<file path="src/hw/rtl/dsc_pkg.sv">
package dsc_pkg;

	localparam int unsigned MAX_PATH_EDGES_DEF = 1024;

	localparam int unsigned EDGE_W   = 46;
	localparam int unsigned COST_W   = 32;
	localparam int unsigned FACTOR_W = 10;
	localparam int unsigned IN_DATA_W  = 112;
	localparam int unsigned OUT_DATA_W = 64;
	localparam int unsigned OUT_USER_W = 3;

	localparam logic [FACTOR_W-1:0] DETOUR_FACTOR_RST = 10'd512;

	typedef enum logic [1:0] {
		VERDICT_ACCEPT,
		VERDICT_SUPERPATH,
		VERDICT_TOO_LONG,
		VERDICT_OVERFLOW
	} verdict_t;

	typedef enum logic [3:0] {
		ST_IDLE,
		ST_START,
		ST_FWD_RD,
		ST_FWD_CMP,
		ST_DECIDE,
		ST_BWD_RD,
		ST_BWD_CMP,
		ST_COST_A,
		ST_COST_B,
		ST_COST_C,
		ST_MUL,
		ST_CMP,
		ST_DONE
	} state_t;

	typedef struct packed {
		logic load;
		logic chk_init;
		logic f_inc;
		logic decide;
		logic bwd_sel;
		logic bwd_dec;
		logic cost_b;
		logic cost_c;
		logic mul;
		logic cmp;
		logic out_load;
	} dsc_cmd_t;

	typedef struct packed {
		logic ovf;
		logic fwd_more;
		logic edge_eq;
		logic f_ne_n1;
		logic f_ne_n2;
		logic bwd_more;
		logic test_en;
		logic out_free;
	} dsc_status_t;

endpackage

</file>
<file path="src/hw/rtl/dsc_ctrl.sv">
module dsc_ctrl
	import dsc_pkg::*;
(
	input  logic        clk,
	input  logic        arst_n,
	input  logic        s_tvalid,
	input  logic        s_tuser,
	input  logic        s_tlast,
	output logic        s_tready,
	input  dsc_status_t status,
	output dsc_cmd_t    cmd
);

	state_t state_q;
	state_t state_d;

	always_ff @(posedge clk or negedge arst_n) begin
		if (!arst_n) begin
			state_q <= ST_IDLE;
		end else begin
			state_q <= state_d;
		end
	end

	always_comb begin
		state_d  = state_q;
		cmd      = '0;
		s_tready = 1'b0;
		case (state_q)
			ST_IDLE: begin
				s_tready = 1'b1;
				cmd.load = s_tvalid;
				if (s_tvalid && s_tuser && s_tlast) begin
					state_d = ST_START;
				end
			end
			ST_START: begin
				cmd.chk_init = 1'b1;
				state_d = status.ovf ? ST_DONE : ST_FWD_RD;
			end
			ST_FWD_RD: begin
				state_d = status.fwd_more ? ST_FWD_CMP : ST_DECIDE;
			end
			ST_FWD_CMP: begin
				if (status.edge_eq) begin
					cmd.f_inc = 1'b1;
					state_d = ST_FWD_RD;
				end else begin
					state_d = ST_DECIDE;
				end
			end
			ST_DECIDE: begin
				cmd.decide = 1'b1;
				if (status.f_ne_n1 && status.f_ne_n2) begin
					state_d = ST_BWD_RD;
				end else if (status.f_ne_n1 || status.f_ne_n2) begin
					state_d = ST_COST_A;
				end else begin
					state_d = ST_DONE;
				end
			end
			ST_BWD_RD: begin
				cmd.bwd_sel = 1'b1;
				state_d = status.bwd_more ? ST_BWD_CMP : ST_COST_A;
			end
			ST_BWD_CMP: begin
				if (status.edge_eq) begin
					cmd.bwd_dec = 1'b1;
					state_d = ST_BWD_RD;
				end else begin
					state_d = ST_COST_A;
				end
			end
			ST_COST_A: begin
				state_d = ST_COST_B;
			end
			ST_COST_B: begin
				cmd.cost_b = 1'b1;
				state_d = ST_COST_C;
			end
			ST_COST_C: begin
				cmd.cost_c = 1'b1;
				state_d = status.test_en ? ST_MUL : ST_DONE;
			end
			ST_MUL: begin
				cmd.mul = 1'b1;
				state_d = ST_CMP;
			end
			ST_CMP: begin
				cmd.cmp = 1'b1;
				state_d = ST_DONE;
			end
			ST_DONE: begin
				if (status.out_free) begin
					cmd.out_load = 1'b1;
					state_d = ST_IDLE;
				end
			end
			default: begin
				state_d = ST_IDLE;
			end
		endcase
	end

endmodule

</file>
<file path="config.mk">
export PLATFORM = sky130hd
export DESIGN_NAME = dsc_ctrl
export DESIGN_NICKNAME = d
export VERILOG_FILES = /design/src/hw/rtl/dsc_pkg.sv /design/src/hw/rtl/dsc_ctrl.sv
export SDC_FILE = /design/constraint.sdc
export NUM_CORES = 1
export LEC_CHECK = 0
export ABC_AREA = 1
export BUFFER_PORTS_ARGS = -buffer_cell sky130_fd_sc_hd__clkbuf_2
export CAP_MARGIN = 20
export CORE_AREA = 2 2 39 41
export DETAILED_ROUTE_END_ITERATION = 7
export DIE_AREA = 0 0 41 43
export PLACE_DENSITY = 0.75
export SYNTH_ARGS = -nofsm -noshare
export SYNTH_HDL_FRONTEND = slang
export SYNTH_SLANG_ARGS = --single-unit
</file>
<file path="constraint.sdc">
create_clock -name clk -period 2.2 [get_ports clk]
set_clock_uncertainty 0.2 [all_clocks]
set_input_delay 0.11 -clock clk [delete_from_list [all_inputs] [get_ports clk]]
set_output_delay 0.11 -clock clk [all_outputs]
set_load 0.02 [all_outputs]
</file>
* Word level (Yosys, flattened, before mapping)
Cells that the tools add are included.
** Operators by class
- Eq/ne operators :: 14
- Multiplexer cells :: 25
- Reduce and logical (&&, ||, !) cells :: 6
** Operators with widths (count)
- 4-bit case mux with 13 select lines :: 1
- 4-bit equality test, second input constant :: 5
- 4-bit two-way mux :: 5
- 4-bit by 3-bit equality test with 1-bit output, second input constant :: 4
- 1-bit two-way mux :: 15
- 3-bit two-way mux :: 3
- 4-bit by 2-bit equality test with 1-bit output, second input constant :: 2
- 4-bit by 1-bit equality test with 1-bit output, second input constant :: 1
- 4-bit logical NOT :: 1
- 2-bit != test, second input constant :: 2
- 1-bit logical AND :: 3
- 2-bit two-way mux :: 1
- 2-bit AND reduction :: 1
- 1-bit logical OR :: 1
** Word-level totals
- Register bits :: 4
- Input bits :: 13
- Word-level logic and storage cells :: 46

* Longest topological paths before layout
- Depth in word-level cells :: 4
- Gate-level depth with buffers :: 7
- Mapped depth without buffers :: 7

* Least setup slack after synthesis
Ideal clock, no wire load.
- Kind :: reg2out
- Start :: register state_q[0]
- End :: output port cmd[0] (netlist name)
- Data arrival time :: 1.248 ns
- Slack :: 0.642 ns
- Cell stages (with the launch flop) :: 4
- Cells stage by stage :: dfrtp_1 -> inv_2 -> nand2_1 -> nor4_1
** RTL lines
- start: declaration :: line dsc_ctrl.sv:14 : state_t state_q;
- start signal: assignment :: line dsc_ctrl.sv:21 : state_q <= state_d;
- end: declaration :: line dsc_ctrl.sv:11 : output dsc_cmd_t cmd

==> results.json <==
{
  "fin_nets": 129,
  "regMostFlops": "state_q",
  "period_needed_ns": 1.70,
  "synth_area_leaders": "dfrtp_1 (20%), inv_1 (13%), nand2_1 (13%)",
  "portBuffers": 24,
  "finalCritPeriodShare_pct": 77.2,
  "syn_area_per_cell_um2": 5.88,
  "clock.fmax_mhz": 589,
  "synth_top_family_by_area": "simple AND/OR/NAND/NOR gates",
  "finalSetupViolCount": 0,
  "post-route-util_pct": 48.2,
  "die_h_um": 43,
  "slew_violations": 0,
  "netlist.area_leader.share_pct": 20.3,
  "min_path_type": "in -> async",
  "crit_type": "reg -> out",
  "top_regs": "state_q: 4 flops",
  "dieWidth_um": 41,
  "drtIter0Drc": 5,
  "end_kind": "output port",
  "fin_setup_tns_ns": 0,
  "r2r_end": "state_q[0]$_DFFE_PN0P_",
  "grt_max_degree": 8,
  "rrSetupSlack_ns": 0.76,
  "num_rows": 14,
  "arrival_ns": 1.39,
  "run_status": "complete, no violations",
  "clock_sinks": 4,
  "ant_nets": 0,
  "initial_utilization_pct": 35.7,
  "io_pins": 25,
  "synth-compound-area-share_pct": 5.32,
  "required_ns": 1.89,
  "rr_worst_depth": 4,
  "ys_seq_elements": 4,
  "largest_register_ffs": 4,
  "coreArea_um2": 1380,
  "grt_pass1_vias": 505,
  "synthArstFlopShare_pct": 100,
  "post_cts_buffers": 0,
  "cts.root.buffer_cell": "clkbuf_4",
  "hold_viol_final": 0,
  "syn2layout_area_growth_pct": 34.9,
  "synth_simple_gate_area_share_pct": 51.9,
  "netlist_instances": 84,
  "avgRoutedWirePerCell_um": 9.37,
  "startpoint": "state_q[2]$_DFFE_PN0P_",
  "antenna_found_initial": 0,
  "drv_cap": 0,
  "cts_tree": "done",
  "synthDistinctLibCells": 18,
  "critPathMaxFanout": 6,
  "powerDensity_nw_per_um2": 1200,
  "max-vdd-ir-drop_uv": 381,
  "synth_flop_cell": "dfrtp_1",
  "endpoint": "cmd[10]",
  "cts_buffer_depth": 2,
  "path_clk_slew_ns": 0.04,
  "muxShareOfSynthArea_pct": 0,
  "synth_xor_area_share_pct": 0,
  "synth_seq_area_share_pct": 20.3,
  "yosys.area_share.adder_pct": 5.06,
  "dr.pass1.iters": 4,
  "numCtsBuffers": 3,
  "r2r_start": "state_q[2]$_DFFE_PN0P_",
  "vias": 595,
  "drc": 0,
  "cts_htree_levels": 1,
  "nFillCells": 145,
  "grt_pass1_wl_um": 1940,
  "syn-num-nets": 99,
  "rsz0062_at_grt": "false",
  "dp_hpwl_um": 1020,
  "power.leakage_nw": 0.444,
  "drive_above_1_share_pct": 36.6,
  "syn-cell-area_um2": 494,
  "dieArea_um2": 1760,
  "tightest_slew_ns": 0.263,
  "synth_top_area_cell": "dfrtp_1",
  "viasPerCell": 4.65,
  "gp_congestion": 0.798,
  "cp-start-kind": "flop",
  "insertion_delay_ns": 0.23,
  "grt_usage_pct": 15.9,
  "synth_edf_count": 0,
  "synth_commonest_cells": "inv_1 (17), nand2_1 (17), nand3_1 (12), nor2_1 (10), inv_2 (6)",
  "overflow": 0,
  "diodes": 0,
  "finalWirelength_um": 1200,
  "slew-limit-headroom_pct": 82.5,
  "yosysWarningCount": 0
}
[kinds of logic after synthesis]
logic type | Yosys count
AO/OA/AOI/OAI | 4
adder cells (fa/ha/maj) | 2
buffers and inverters | 23
flip-flops | 4
AND/OR/NAND/NOR | 51
[metrics by stage]
| step | std cells | worst slack [ns] | cell area (um^2) | hold slack (ns) | power [mW] |
|---|---|---|---|---|---|
| 6_report | 128 | 0.501 | 667 | 0.00950 | 0.803 |
| 5_1_grt | 128 | 0.377 | 667 | 0.0363 | 0.878 |
| 2_1_floorplan | 84 | 0.642 | 494 | -0.386 | 0.574 |
| 3_5_place_dp | 124 | 0.739 | 634 | -0.283 | 0.712 |
| 4_1_cts | 128 | 0.494 | 667 | 0.0183 | 0.803 |
| 3_3_place_gp | 124 | 0.778 | 634 | -0.285 | 0.705 |
[where the power goes]
part           leakage [nW]  internal [mW]  switching [mW]
Combinational         0.380          0.176           0.365
Sequential           0.0502          0.111          0.0621
Clock                0.0138         0.0609          0.0285
[worst min-delay path by stage]
stage | slack, ns | endpoint | depth (start not counted)
global route | 0.04 | state_q[2]$_DFFE_PN0P_ | 2
global placement | -0.29 | state_q[1]$_DFFE_PN0P_ | 1
detailed placement | -0.28 | state_q[0]$_DFFE_PN0P_ | 1
floorplan | -0.39 | state_q[0]$_DFFE_PN0P_ | 0
finish | 0.009 | state_q[1]$_DFFE_PN0P_ | 2
CTS | 0.02 | state_q[1]$_DFFE_PN0P_ | 2
[repair_timing]
action                                 in CTS  in global routing
hold buffers                                1                  0
setup endpoints to repair                   0                  0
endpoints found under the hold margin       4                  0
gates resized for setup                     0                  0
[cell usage in the layout (no fill, tap or decap)]
master and n:
nand2_1 17, ha_1 2, nor4_1 1, inv_2 6, nor2_4 4, inv_1 17, o21ai_2 1, o21ai_0 1
nor3_1 1, a22oi_1 1, nor2_2 2, nor2_1 10, nand2_2 1, dfrtp_1 4, clkbuf_4 3, nand4_1 2
nand3_1 12, clkbuf_2 24, dlygate4sd3_1 1, a21oi_1 1, nand3b_1 1
[routing by layer]
layer | part of all wire, % | global-route usage (%) | vias to the layer above | routed length, um
met3 | 4.8 | 3.14 | 5 | 58
met2 | 47 | 25.3 | 20 | 560
met4 | 1.6 | 6.00 | 0 | 19
met5 | 0 | 0 | - | 0
met1 | 47 | 20.0 | 256 | 560
li1 | - | - | 314 | -
[critical path, cell delays in order (launching register included)]
cell and delay, ns:
dfrtp_1 0.45, nor2_2 0.28, nand2_1 0.15, nor2_1 0.11, clkbuf_2 0.17
[layout make-up]
cell class                      instances  area [um^2]  area share (%)
Tap cell                               16         20.0            3.00
Multi-Input combinational cell         57          308            46.2
Timing Repair Buffer                   25          130            19.5
Inverter                               23         86.3            12.9
Clock buffer                            3         22.5            3.38
Sequential cell                         4          100            15.0
(Power assumes the default switching activity.)
